[src/hw/rtl/tcw_fifo.sv]
`default_nettype none

module tcw_fifo #(
  parameter int WIDTH = 8,
  parameter int DEPTH = 2
) (
  input  wire logic             clk,
  input  wire logic             rst_n,
  input  wire logic             wr_en,
  input  wire logic [WIDTH-1:0] wr_data,
  input  wire logic             rd_en,
  output logic      [WIDTH-1:0] rd_data,
  output logic                  full,
  output logic                  empty
);

  localparam int PTR_W = $clog2(DEPTH);

  logic [WIDTH-1:0] slot_r [DEPTH];
  logic [PTR_W:0]   wr_ptr_r, wr_ptr_nxt;
  logic [PTR_W:0]   rd_ptr_r, rd_ptr_nxt;
  logic             do_wr, do_rd;

  assign empty   = (wr_ptr_r == rd_ptr_r);
  assign full    = (wr_ptr_r[PTR_W] != rd_ptr_r[PTR_W]) &&
                   (wr_ptr_r[PTR_W-1:0] == rd_ptr_r[PTR_W-1:0]);
  assign do_wr   = wr_en && !full;
  assign do_rd   = rd_en && !empty;
  assign rd_data = slot_r[rd_ptr_r[PTR_W-1:0]];

  always_comb begin
    wr_ptr_nxt = wr_ptr_r;
    rd_ptr_nxt = rd_ptr_r;
    if (do_wr) begin
      wr_ptr_nxt = wr_ptr_r + 1'b1;
    end
    if (do_rd) begin
      rd_ptr_nxt = rd_ptr_r + 1'b1;
    end
  end

  always_ff @(posedge clk) begin
    if (!rst_n) begin
      wr_ptr_r <= '0;
      rd_ptr_r <= '0;
    end else begin
      wr_ptr_r <= wr_ptr_nxt;
      rd_ptr_r <= rd_ptr_nxt;
    end
  end

  always_ff @(posedge clk) begin
    if (do_wr) begin
      slot_r[wr_ptr_r[PTR_W-1:0]] <= wr_data;
    end
  end

endmodule

`default_nettype wire

[config.mk]
export PLATFORM = sky130hd
export DESIGN_NAME = tcw_fifo
export DESIGN_NICKNAME = d
export VERILOG_FILES = /design/src/hw/rtl/tcw_fifo.sv
export SDC_FILE = /design/constraint.sdc
export NUM_CORES = 1
export LEC_CHECK = 0
export ABC_AREA = 0
export BUFFER_PORTS_ARGS = -buffer_cell sky130_fd_sc_hd__buf_2
export CAP_MARGIN = 20
export CELL_PAD_IN_SITES_DETAIL_PLACEMENT = 0
export CELL_PAD_IN_SITES_GLOBAL_PLACEMENT = 1
export CORE_ASPECT_RATIO = 0.7
export CORE_MARGIN = 5
export CORE_UTILIZATION = 30
export CTS_CLUSTER_SIZE = 10
export DETAILED_ROUTE_END_ITERATION = 10
export PLACE_DENSITY_LB_ADDON = 0.1
export RECOVER_POWER = 50
export REMOVE_ABC_BUFFERS = 1
export SLEW_MARGIN = 5
export SYNTH_ARGS = -nofsm -noshare
export SYNTH_HDL_FRONTEND = slang
export SYNTH_SLANG_ARGS = --single-unit
[constraint.sdc]
create_clock -name clk -period 2.14 [get_ports clk]
set_input_delay 0 -clock clk [delete_from_list [all_inputs] [get_ports clk]]
set_output_delay 0 -clock clk [all_outputs]
set_load 0.1 [all_outputs]
==> out/summary.txt <==
Status - finished, final reports clean
Hold WC Path Type - primary input to register
# Max-Cap Violations - 0
Wire per inst - 11.23 um
Total wire length - 1426 um
Row count - 16
Register area share after synthesis - 68.84%
CTS tree - yes
Final Setup Violations - 0
Postcts setup bufs - 0
CP Class - register to register
DP Worst Slack - 0.6693 ns
Root buffer cell - clkbuf_8
Layout cell share with drive strength beyond 1 - 32.97%
CP Data Arrival Time - 1.44 ns
Max FO, Critical Path - 8
PortBufs - 21
Initial DRC count - 9
Post-Syn Instances - 57
Ports - 22
Antenna-violating nets left - 0
FILL cells - 261
Area grow syn2layout - 33.23%
Syn_area_per_cell - 14.79 sq um
Starting Density - 30.75%
RSZ-0062 raised after global routing - false
Pin count of the biggest net entering global routing - 13
Final core occ - 40.97%
Gp weighted congestion - 0.7414
Wire length of the first global-routing pass - 2442 um
CTS max path bufs - 2
Die area - 3988 sq um
WP data required - 2.04 ns
Dpl hpwl - 976.3 um
DRC Markers - 0
Nets - 104
Register bit total from synthesis - 21
Total GRT Usage - 8.506%
Highest clock rate - 646.3 MHz
Slew @ Worst Pin - 0.4805 ns
Element type at the critical path start - register
Synth cell types - 20
Vias in the first global route - 534
Reg clk slew, reported paths - 0.08 ns
Pwr dens - 940.2 nW/um^2
Layout Skew - 0.008225 ns
Fin Hold WS - 0.02008 ns
FF-to-FF path depth - 3
Netlist Area Pre-Place - 843.3 sq um
Final Hold Fails - 0
Antenna Cells - 0
Setup crit end kind - register
Pre-Repair DR Iteration Count - 4
H-Tree Depth - 1
Initial antenna violation count - 0
Post-route minimum period - 1.547 ns
Hold Path Stages - 3
Slew HR - 67.96%
Remaining global-route overflow - 0
Tcrit/Tclk final - 72.30%
LEAKAGE - 0.4360 nW
Final worst slack - 0.5927 ns
DR vias/cell - 4.252
Clock sinks - 21
Chip height - 54.36 um
Num CTS Buffers - 3
Slew Limit Fails - 0
Chip Width - 73.37 um
VDD IR max - 0.0005111 V
Via count - 540
Ys Warns - 0
Fin Setup TNS - 0 ns
Clk Latency, worst-skew pair - 0.26 ns
Core region area - 2743 sq um
-- sequential cells by signal, indices dropped and copies added, names as in the netlist, named ones only --
| register | cells |
|---|---|
| wr_ptr_r | 2 |
| slot_r | 16 |
| rd_ptr_r | 2 |
-- cell families after synthesis --
kind of cell	count (synthesis)	synth area share (%)
compound gates	8	6.082
mux	10	13.06
simple gates	12	6.529
xor+xnor	3	4.007
flops	21	68.84
buf+inv	3	1.482
-- synthesized netlist by cell type --
library cell	instances	area, sq um
xor2_1	1	8.760
a31oi_1	2	12.51
a311oi_1	1	8.760
or3_1	1	6.260
clkbuf_2	1	5.000
a21boi_0	2	15.01
o21ai_0	2	10.01
mux2i_1	2	20.02
xnor2_1	1	8.760
mux2_2	8	90.09
xor2_2	1	16.27
dfxtp_1	5	100.1
clkbuf_1	1	3.750
nand4_1	1	6.260
inv_1	1	3.750
nor2_1	5	18.77
edfxtp_1	16	480.5
and3b_1	1	8.760
a21oi_1	1	5.000
nand2_1	4	15.01
-- metrics by stage --
stage	power, mW	std cells	instance area, sq um
final	1.056	127	1124
after CTS	1.076	127	1139
after global routing	1.109	127	1124
after global placement	0.8103	113	992.2
after floorplan	0.7538	55	834.6
after detailed placement	0.8067	113	992.2
-- final cells by class --
class                           count  area, sq um  area share [%]
Sequential cell                    21        580.6           51.67
Multi-Input combinational cell     33        242.7           21.60
Timing Repair Buffer               32        205.2           18.26
Tap cell                           36        45.04           4.009
Clock buffer                        3        41.29           3.675
Clock inverter                      1        5.005          0.4454
Inverter                            1        3.754          0.3341
-- final timing paths --
path,from,endpoint,slack (ns)
worst max-delay path,wr_ptr_r[0]$_SDFFE_PN0N_,slot_r[1][0]$_DFFE_PP_,0.59
worst min-delay path,rst_n,wr_ptr_r[0]$_SDFFE_PN0N_,0.02
worst max register to register,wr_ptr_r[0]$_SDFFE_PN0N_,slot_r[1][0]$_DFFE_PP_,0.59
worst min register to register,wr_ptr_r[1]$_SDFFE_PN0N_,rd_ptr_r[1]$_SDFFE_PN0P_,0.56
-- critical path: stages, from the launching register on --
cell and delay, ns:
dfxtp_1 0.47, nand2_1 0.16, a21oi_1 0.15, clkbuf_1 0.40
-- metal layers --
layer	part of all wire [%]	track usage (%)	wire (um)	up-vias
li1	-	-	-	279
met1	47	11.24	676	244
met2	44	12.17	621	15
met3	8.0	4.220	114	2
met4	0.91	2.711	13	0
met5	0	0	0	-
-- power breakdown --
group / leakage [nW] / switching, mW / internal, mW / total [mW]
Clock: 0.0255 / 0.121 / 0.129 / 0.250
Combinational: 0.220 / 0.243 / 0.0695 / 0.313
Sequential: 0.191 / 0.0212 / 0.473 / 0.494
Total: 0.436 / 0.385 / 0.672 / 1.06
-- cell usage in the layout (no fill, tap or decap), types with 3 or more instances in the layout --
cell type,n
buf_2,18
clkbuf_1,4
clkbuf_8,3
dfxtp_1,5
dlygate4sd3_1,10
edfxtp_1,16
mux2_2,8
nand2_1,4
nor2_1,5
-- repair_timing --
item                      4_1_cts  5_1_grt
hold buffers                   10        0
resized for setup               0        0
hold endpoints to repair       19        0
Power figures use the tool's default switching activity.
