`src/hw/rtl/tcw_pkg.sv`:
```
`default_nettype none

package tcw_pkg;

  localparam int DEF_SCREEN_COLUMNS = 80;
  localparam int DEF_SCREEN_ROWS    = 25;

  // Depth of the queue between front and back and of the result queue
  localparam int QUEUE_DEPTH = 2;

  localparam int TAB_STEP = 3;

  localparam logic [7:0] RESET_ATTR = 8'd7;
  localparam logic [7:0] CHAR_TAB   = 8'd9;
  localparam logic [7:0] CHAR_LF    = 8'd10;
  localparam logic [7:0] CHAR_CR    = 8'd13;

  localparam logic FUNC_PUT  = 1'b0;
  localparam logic FUNC_READ = 1'b1;

  typedef enum logic [2:0] {
    OP_PRINT,
    OP_TAB,
    OP_NEWLINE,
    OP_READ,
    OP_READ_NONE
  } cmd_op_t;

  typedef struct packed {
    cmd_op_t     op;
    logic [7:0]  char_code;
    logic [10:0] cell_index;
  } cmd_t;

  typedef struct packed {
    logic [10:0] cursor_pos;
    logic [7:0]  read_char;
    logic [7:0]  read_attr;
  } res_t;

  typedef enum logic [2:0] {
    ST_CLEAR,
    ST_IDLE,
    ST_READ,
    ST_COPY,
    ST_BLANK
  } back_state_t;

endpackage

`default_nettype wire

```
`src/hw/rtl/tcw_front.sv`:
```
`default_nettype none

module tcw_front #(
  parameter int SCREEN_COLUMNS = tcw_pkg::DEF_SCREEN_COLUMNS,
  parameter int SCREEN_ROWS    = tcw_pkg::DEF_SCREEN_ROWS
) (
  input  wire logic          in_push,
  input  wire logic          in_func,
  input  wire logic [7:0]    in_char_code,
  input  wire logic [10:0]   in_cell_index,
  output logic               in_full,
  input  wire logic          cmd_full,
  input  wire logic          clearing,
  output logic               cmd_push,
  output tcw_pkg::cmd_t      cmd
);

  localparam int CELL_COUNT = SCREEN_COLUMNS * SCREEN_ROWS;
  localparam int ADDR_W     = $clog2(CELL_COUNT);
  localparam int WIDE_W     = ADDR_W + 11;

  logic [WIDE_W-1:0] index_wide;
  logic              in_range;

  assign index_wide = {{ADDR_W{1'b0}}, in_cell_index};
  assign in_range   = index_wide < WIDE_W'(CELL_COUNT);

  // No beat is taken while the store is still being cleared after reset
  assign in_full  = cmd_full || clearing;
  assign cmd_push = in_push && !in_full;

  always_comb begin
    cmd.char_code  = in_char_code;
    cmd.cell_index = in_cell_index;
    if (in_func == tcw_pkg::FUNC_READ) begin
      cmd.op = in_range ? tcw_pkg::OP_READ : tcw_pkg::OP_READ_NONE;
    end else if (in_char_code == tcw_pkg::CHAR_TAB) begin
      cmd.op = tcw_pkg::OP_TAB;
    end else if (in_char_code == tcw_pkg::CHAR_LF || in_char_code == tcw_pkg::CHAR_CR) begin
      cmd.op = tcw_pkg::OP_NEWLINE;
    end else begin
      cmd.op = tcw_pkg::OP_PRINT;
    end
  end

endmodule

`default_nettype wire

```
`config.mk`:
```
export PLATFORM = sky130hd
export DESIGN_NAME = tcw_front
export DESIGN_NICKNAME = d
export VERILOG_FILES = /design/src/hw/rtl/tcw_pkg.sv /design/src/hw/rtl/tcw_front.sv
export SDC_FILE = /design/constraint.sdc
export NUM_CORES = 1
export LEC_CHECK = 0
export BUFFER_PORTS_ARGS = -buffer_cell sky130_fd_sc_hd__buf_2
export CORE_AREA = 2 2 39 41
export DETAILED_ROUTE_END_ITERATION = 12
export DIE_AREA = 0 0 41 43
export PLACE_DENSITY = 0.66
export SYNTH_ARGS = -nofsm -noshare
export SYNTH_HDL_FRONTEND = slang
export SYNTH_SLANG_ARGS = --single-unit
```
`constraint.sdc`:
```
create_clock -name vclk -period 0.8
set_input_delay 0.04 -clock vclk [all_inputs]
set_output_delay 0.04 -clock vclk [all_outputs]
set_load 0.005 [all_outputs]
```
==> flow_results.xml, run 1 <==
<?xml version="1.0" encoding="UTF-8"?>
<metrics>
  <group name="synthesis">
    <metric name="synth_top_area_share" unit="%">59.1</metric>
    <metric name="syn-num-nets" unit="">58</metric>
    <metric name="synth_xor_xnor_area_share" unit="%">0</metric>
    <metric name="synth_top_family_by_area" unit="">buffers and inverters</metric>
    <metric name="synth_seq_area_share" unit="%">0</metric>
    <metric name="yosys.cell_types.count" unit="">12</metric>
    <metric name="synth_largest_area_cell" unit="">sky130_fd_sc_hd__buf_4</metric>
    <metric name="synthesis.instances" unit="">35</metric>
    <metric name="post_synth_and_or_nand_nor_area_fraction" unit="%">21.2</metric>
    <metric name="yosys_warnings" unit="">0</metric>
    <metric name="yosys-top-cells-area" unit="">sky130_fd_sc_hd__buf_4, sky130_fd_sc_hd__o41ai_2, sky130_fd_sc_hd__o21ai_0</metric>
    <metric name="yosys-mux-area-fraction" unit="%">0</metric>
    <metric name="synth_compound_gate_area_share" unit="%">15.0</metric>
    <metric name="synth-adder-area-share" unit="%">0</metric>
    <metric name="post_synth.cell_area_avg" unit="sq um">6.90</metric>
    <metric name="syn_area" unit="sq um">241</metric>
  </group>
  <group name="route">
    <metric name="dr.first_iter.drc_count" unit="">2</metric>
    <metric name="wl_per_cell" unit="um">8.50</metric>
    <metric name="dr.pass1.iters" unit="">4</metric>
    <metric name="dr_total_vias" unit="">304</metric>
    <metric name="drtAntennaViolNets" unit="">0</metric>
    <metric name="vias_per_cell" unit="">4.11</metric>
    <metric name="drt_wl_total" unit="um">629</metric>
    <metric name="detail_route.drc_violations" unit="">0</metric>
  </group>
  <group name="finish">
    <metric name="n_sequential_cell" unit="">0</metric>
    <metric name="layout-drive-gt1-share" unit="%">79.3</metric>
    <metric name="finalCoreUtilization" unit="%">26.2</metric>
    <metric name="flow.area_growth_from_synthesis" unit="%">50.3</metric>
    <metric name="final_cell_mix" unit="">sky130_fd_sc_hd__buf_2, sky130_fd_sc_hd__inv_1, sky130_fd_sc_hd__o21ai_1, sky130_fd_sc_hd__buf_4</metric>
    <metric name="diodes" unit="">0</metric>
    <metric name="nets" unit="">83</metric>
    <metric name="regArea" unit="sq um">0</metric>
    <metric name="fillers" unit="">155</metric>
    <metric name="num-clock-buffers" unit="">0</metric>
    <metric name="mostFrequentLayoutCell" unit="">sky130_fd_sc_hd__buf_2</metric>
  </group>
  <group name="floorplanning">
    <metric name="ioPinCount" unit="">47</metric>
    <metric name="floorplan.die.height" unit="um">43</metric>
    <metric name="floorplan.initialDensity" unit="%">17.5</metric>
    <metric name="floorplan.rows" unit="">14</metric>
    <metric name="fp.dieArea" unit="sq mm">0.00176</metric>
    <metric name="fp.dieW" unit="um">41</metric>
    <metric name="floorplan.core_area" unit="sq mm">0.00138</metric>
  </group>
  <group name="power_and_ir_drop">
    <metric name="internal_power" unit="mW">0.0941</metric>
    <metric name="share_clk_of_total_power" unit="%">0</metric>
    <metric name="switching_share" unit="%">41.8</metric>
    <metric name="cellPowerDensity" unit="mW/mm^2">445</metric>
    <metric name="vdd.ir_drop.worst" unit="mV">0.0974</metric>
    <metric name="p_sw" unit="mW">0.0675</metric>
    <metric name="power.sequential.fraction" unit="%">0</metric>
    <metric name="combinationalPowerShare" unit="%">100.0</metric>
    <metric name="p_leak" unit="nW">0.215</metric>
    <metric name="total_power" unit="mW">0.162</metric>
  </group>
  <group name="timing">
    <metric name="setup-violations-final" unit="">2</metric>
    <metric name="timing.final.crit_share" unit="%">113</metric>
    <metric name="worst_hold_slack" unit="ns">0.0800</metric>
    <metric name="hold_viol_final" unit="">0</metric>
    <metric name="tightest_slew" unit="ns">0.222</metric>
    <metric name="report.final.slew_viol_count" unit="">0</metric>
    <metric name="rsz0062_at_grt" unit="">true</metric>
    <metric name="maxClockFrequency" unit="MHz">1100</metric>
    <metric name="post-route-min-period" unit="ns">0.908</metric>
    <metric name="tns" unit="ns">-0.114</metric>
    <metric name="final_setup_margin" unit="ns">-0.108</metric>
    <metric name="max_slew_margin" unit="%">85.1</metric>
  </group>
  <group name="global_routing">
    <metric name="grt_first_pass_wirelength" unit="um">848</metric>
    <metric name="grt-ovfl-total" unit="">0</metric>
    <metric name="grt_start_max_net_pins" unit="">5</metric>
    <metric name="grtUsageTotal" unit="%">6.39</metric>
    <metric name="grt_pass1_vias" unit="">240</metric>
    <metric name="initial_antenna_violation_count" unit="">0</metric>
  </group>
  <group name="place">
    <metric name="gpl.final_weighted_congestion" unit="">0.628</metric>
    <metric name="io_buffer_count" unit="">39</metric>
  </group>
  <group name="critical_path">
    <metric name="critical_path_peak_fanout" unit="">2</metric>
    <metric name="critPathKind" unit="">primary input to output pin</metric>
    <metric name="worstPathCellList" unit="">buf_6 -&gt; nor4_4 -&gt; nand3_2 -&gt; o41ai_2 -&gt; buf_2</metric>
    <metric name="cp_data_required_time" unit="ns">0.76</metric>
    <metric name="start_kind" unit="">primary input</metric>
    <metric name="timing.critical_path.slowest_stage_cell" unit="">sky130_fd_sc_hd__nor4_4</metric>
    <metric name="arrival" unit="ns">0.87</metric>
    <metric name="worst_setup_path_end_kind" unit="">output pin</metric>
    <metric name="crit_path_max_incr_delay" unit="ns">0.26</metric>
  </group>
  <group name="run_status">
    <metric name="outcome" unit="">complete, but fails checks</metric>
    <metric name="failed_checks" unit="">setup timing</metric>
  </group>
  <group name="worst_hold_path">
    <metric name="timing.hold.worst.class" unit="">primary input to output pin</metric>
  </group>
  <group name="flow_run">
    <metric name="max_cap_violations" unit="">0</metric>
  </group>
  <group name="clock_tree">
    <metric name="post-cts-setup-buffer-count" unit="">0</metric>
  </group>
</metrics>
-- critical path, delay by kind of cell --
family	cells	cell delay (ns)
compound gates	1	0.20
simple gates	2	0.37
buf+inv	2	0.26
-- power by group through the flow --
stage	registers, mW	clock network, mW	logic (mW)
final	0	0	0.162
after global routing	0	0	0.179
after CTS	0	0	0.157
after detailed placement	0	0	0.150
after global placement	0	0	0.147
after floorplan	0	0	0.102
-- worst paths after layout --
kind                         start  endpoint  slack, ns  depth (start not counted)
hold / removal    in_cell_index[2]    cmd[2]       0.08                          0
setup / recovery   in_char_code[5]   cmd[19]      -0.11                          5
-- layer usage --
metal  GRT usage (%)  share of wire [%]  vias to the layer above
met5               0                  0                        -
met4           0.667               0.32                        0
met3           0.524                 17                        2
met2            12.5                 52                       30
met1            6.96                 31                      127
li1                -                  -                      145
-- what timing repair did --
item / 4_1_cts / 5_1_grt
cloned: 0 / 0
setup endpoints to repair: 2 / 2
gates resized for setup: 4 / 3
hold buffers: 0 / 0
pin swaps: 1 / 1
endpoints found under the hold margin: 0 / 0
-- logic make-up after synthesis --
group	after synthesis
and+or+nand+nor	8
buffers and inverters	22
AOI/OAI and AO/OA	5
-- synth_stat cells --
library cell               n
sky130_fd_sc_hd__nor2_1    2
sky130_fd_sc_hd__o21ai_0   3
sky130_fd_sc_hd__nand4_1   1
sky130_fd_sc_hd__a21oi_1   1
sky130_fd_sc_hd__nor4_2    1
sky130_fd_sc_hd__inv_1     3
sky130_fd_sc_hd__or2_2     1
sky130_fd_sc_hd__o41ai_2   1
sky130_fd_sc_hd__and3b_1   1
sky130_fd_sc_hd__nor3_1    1
sky130_fd_sc_hd__buf_4    19
sky130_fd_sc_hd__nand3_1   1
-- per-stage QoR --
stage,worst slack [ns],instance area (sq um),std cells
6_report,-0.108,363,74
5_1_grt,-0.210,363,74
4_1_cts,-0.139,349,74
3_5_place_dp,-0.153,337,74
3_3_place_gp,-0.149,337,74
2_1_floorplan,0.132,241,35
-- area by class of cell --
class                      instances  area (sq um)  area share, %
multi-input combinational         13           101           27.9
tap                               16          20.0           5.52
timing repair buffer              42           230           63.4
inverter                           3          11.3           3.10
Note: power is estimated with default switching activity, not from simulation.
==> run 2: changes to the inputs <==
--- a/config.mk
+++ b/config.mk
@@ -5,11 +5,12 @@
 export SDC_FILE = /design/constraint.sdc
 export NUM_CORES = 1
 export LEC_CHECK = 0
+export ABC_AREA = 1
 export BUFFER_PORTS_ARGS = -buffer_cell sky130_fd_sc_hd__buf_2
 export CORE_AREA = 2 2 39 41
 export DETAILED_ROUTE_END_ITERATION = 12
 export DIE_AREA = 0 0 41 43
-export PLACE_DENSITY = 0.66
+export PLACE_DENSITY = 0.7
 export SYNTH_ARGS = -nofsm -noshare
 export SYNTH_HDL_FRONTEND = slang
 export SYNTH_SLANG_ARGS = --single-unit
==> flow_results.xml, run 2 <==
<?xml version="1.0" encoding="UTF-8"?>
<metrics>
  <group name="power_and_ir_drop">
    <metric name="switching_share" unit="%">44.9</metric>
    <metric name="share_clk_of_total_power" unit="%">0</metric>
    <metric name="internal_power" unit="mW">0.0807</metric>
    <metric name="cellPowerDensity" unit="mW/mm^2">410</metric>
    <metric name="power.sequential.fraction" unit="%">0</metric>
    <metric name="vdd.ir_drop.worst" unit="mV">0.0843</metric>
    <metric name="p_sw" unit="mW">0.0657</metric>
    <metric name="p_leak" unit="nW">0.251</metric>
    <metric name="combinationalPowerShare" unit="%">100.0</metric>
  </group>
  <group name="synthesis">
    <metric name="post_synth.cell_area_avg" unit="sq um">5.46</metric>
    <metric name="syn_area" unit="sq um">284</metric>
    <metric name="synth_seq_area_share" unit="%">0</metric>
    <metric name="synthMostInstantiatedCell" unit="">sky130_fd_sc_hd__buf_4</metric>
    <metric name="yosys.cell_types.count" unit="">8</metric>
    <metric name="yosys_warnings" unit="">0</metric>
    <metric name="synth_top_cells_by_count" unit="">sky130_fd_sc_hd__buf_4, sky130_fd_sc_hd__nand2_1, sky130_fd_sc_hd__nor2_1</metric>
    <metric name="synth_largest_area_cell" unit="">sky130_fd_sc_hd__buf_4</metric>
    <metric name="yosys-top-cells-area" unit="">sky130_fd_sc_hd__buf_4, sky130_fd_sc_hd__nand2_1, sky130_fd_sc_hd__nor2_1</metric>
    <metric name="syn-num-nets" unit="">75</metric>
    <metric name="synthesis.instances" unit="">52</metric>
    <metric name="synth_top_area_share" unit="%">50.2</metric>
  </group>
  <group name="global_routing">
    <metric name="use_met1" unit="%">4.43</metric>
    <metric name="gr-usage-met2" unit="%">12.2</metric>
    <metric name="grt_start_max_net_pins" unit="">4</metric>
    <metric name="grt-ovfl-total" unit="">0</metric>
    <metric name="grt.met3_usage" unit="%">1.05</metric>
    <metric name="initial_antenna_violation_count" unit="">0</metric>
    <metric name="grtUsageTotal" unit="%">5.49</metric>
    <metric name="grt_first_pass_wirelength" unit="um">745</metric>
    <metric name="gr-max-usage-layer" unit="">met2</metric>
    <metric name="grt_pass1_vias" unit="">233</metric>
  </group>
  <group name="route">
    <metric name="wl_per_cell" unit="um">6.43</metric>
    <metric name="dr_total_vias" unit="">323</metric>
    <metric name="vias_per_cell" unit="">3.67</metric>
    <metric name="drt_wl_total" unit="um">566</metric>
    <metric name="detail_route.drc_violations" unit="">0</metric>
    <metric name="dr.first_iter.drc_count" unit="">1</metric>
    <metric name="drtAntennaViolNets" unit="">0</metric>
    <metric name="dr.pass1.iters" unit="">2</metric>
  </group>
  <group name="timing">
    <metric name="maxClockFrequency" unit="MHz">1550</metric>
    <metric name="report.final.slew_viol_count" unit="">0</metric>
    <metric name="final_setup_margin" unit="ns">0.154</metric>
    <metric name="max_slew_margin" unit="%">92.9</metric>
    <metric name="setup-violations-final" unit="">0</metric>
    <metric name="timing.final.crit_share" unit="%">80.8</metric>
    <metric name="tightest_slew" unit="ns">0.106</metric>
    <metric name="post-route-min-period" unit="ns">0.646</metric>
    <metric name="tns" unit="ns">0</metric>
    <metric name="rsz0062_at_grt" unit="">false</metric>
    <metric name="hold_viol_final" unit="">0</metric>
  </group>
  <group name="place">
    <metric name="preCtsSetupSlack" unit="ns">0.133</metric>
    <metric name="io_buffer_count" unit="">39</metric>
    <metric name="gpl.final_weighted_congestion" unit="">0.586</metric>
    <metric name="placed_cell_area" unit="sq um">357</metric>
    <metric name="post-place-cells" unit="">88</metric>
  </group>
  <group name="worst_hold_path">
    <metric name="worstHoldPathCells" unit="">0</metric>
    <metric name="timing.hold.worst.class" unit="">primary input to output pin</metric>
  </group>
  <group name="finish">
    <metric name="diodes" unit="">0</metric>
    <metric name="n_sequential_cell" unit="">0</metric>
    <metric name="nets" unit="">97</metric>
    <metric name="finish.cell_count_without_fillers" unit="">88</metric>
    <metric name="final_cell_mix" unit="">sky130_fd_sc_hd__buf_2, sky130_fd_sc_hd__nand2_1, sky130_fd_sc_hd__nor2_1</metric>
    <metric name="layout-drive-gt1-share" unit="%">58.3</metric>
    <metric name="num-clock-buffers" unit="">0</metric>
    <metric name="finish.instance_area" unit="sq um">357</metric>
    <metric name="mostFrequentLayoutCell" unit="">sky130_fd_sc_hd__buf_2</metric>
    <metric name="regArea" unit="sq um">0</metric>
    <metric name="flow.area_growth_from_synthesis" unit="%">25.6</metric>
  </group>
  <group name="critical_path">
    <metric name="timing.critical_path.slowest_stage_cell" unit="">sky130_fd_sc_hd__buf_2</metric>
    <metric name="crit_path_max_incr_delay" unit="ns">0.10</metric>
    <metric name="critPathKind" unit="">primary input to output pin</metric>
    <metric name="worstSetupPathDepth" unit="">7</metric>
    <metric name="cp_data_required_time" unit="ns">0.76</metric>
    <metric name="worstPathCellList" unit="">buf_2 -&gt; nor2_1 -&gt; nand2_1 -&gt; nor2_4 -&gt; nand2_1 -&gt; nand2_1 -&gt; buf_2</metric>
    <metric name="worst_setup_path_end_kind" unit="">output pin</metric>
    <metric name="arrival" unit="ns">0.61</metric>
    <metric name="critical_path_peak_fanout" unit="">2</metric>
    <metric name="start_kind" unit="">primary input</metric>
    <metric name="worst_path_most_repeated_cell" unit="">sky130_fd_sc_hd__nand2_1</metric>
    <metric name="critical_path.top_delay_family" unit="">simple AND/OR/NAND/NOR gates</metric>
    <metric name="worstPathBufferInverterCount" unit="">2</metric>
  </group>
  <group name="floorplanning">
    <metric name="floorplan.die.height" unit="um">43</metric>
    <metric name="fp.dieArea" unit="sq mm">0.00176</metric>
    <metric name="floorplan.core_area" unit="sq mm">0.00138</metric>
    <metric name="floorplan.initialDensity" unit="%">20.5</metric>
    <metric name="ioPinCount" unit="">47</metric>
    <metric name="floorplan.rows" unit="">14</metric>
    <metric name="fp.dieW" unit="um">41</metric>
  </group>
  <group name="clock_tree">
    <metric name="post-cts-setup-buffer-count" unit="">0</metric>
    <metric name="post_cts_resize_count" unit="">0</metric>
    <metric name="postCtsHoldBufs" unit="">0</metric>
  </group>
  <group name="run_status">
    <metric name="outcome" unit="">complete, no violations</metric>
  </group>
  <group name="flow_run">
    <metric name="max_cap_violations" unit="">0</metric>
  </group>
</metrics>
[run 2: final cells by class]
type | count | area, sq um
Inverter | 7 | 26.3
Fill cell | 176 | 1030
Tap cell | 16 | 20.0
Multi-Input combinational cell | 26 | 115
Timing Repair Buffer | 39 | 195
[run 2: cell families (layout without fill, tap and decap cells)]
kind of cell	after synthesis	after routing	share of synthesized area (%)
buffers and inverters	26	46	59.5
and+or+nand+nor	26	26	40.5
[run 2: worst paths after layout]
check,from,slack [ns],endpoint
hold / removal,in_cell_index[2],0.08,cmd[2]
setup / recovery,in_char_code[5],0.15,cmd[20]
[run 2: stage by stage]
| step | power [mW] | util, % | hold slack, ns |
|---|---|---|---|
| after global routing | 0.170 | 25.8 | 0.0800 |
| final | 0.146 | 25.8 | 0.0800 |
| after detailed placement | 0.149 | 25.8 | 0.0800 |
| after CTS | 0.149 | 25.8 | 0.0800 |
| after floorplan | 0.113 | - | 0.151 |
| after global placement | 0.146 | 25.8 | 0.0800 |
[run 2: per-layer routing]
| metal | wire length (um) | up-vias |
|---|---|---|
| li1 | - | 172 |
| met1 | 170 | 124 |
| met2 | 279 | 27 |
| met3 | 117 | 0 |
| met4 | 0 | 0 |
| met5 | 0 | - |
[run 2: power by group through the flow]
| stage | registers [mW] | logic [mW] | clock network [mW] |
|---|---|---|---|
| finish | 0 | 0.146 | 0 |
| global route | 0 | 0.170 | 0 |
| CTS | 0 | 0.149 | 0 |
| detailed placement | 0 | 0.149 | 0 |
| global placement | 0 | 0.146 | 0 |
| floorplan | 0 | 0.113 | 0 |
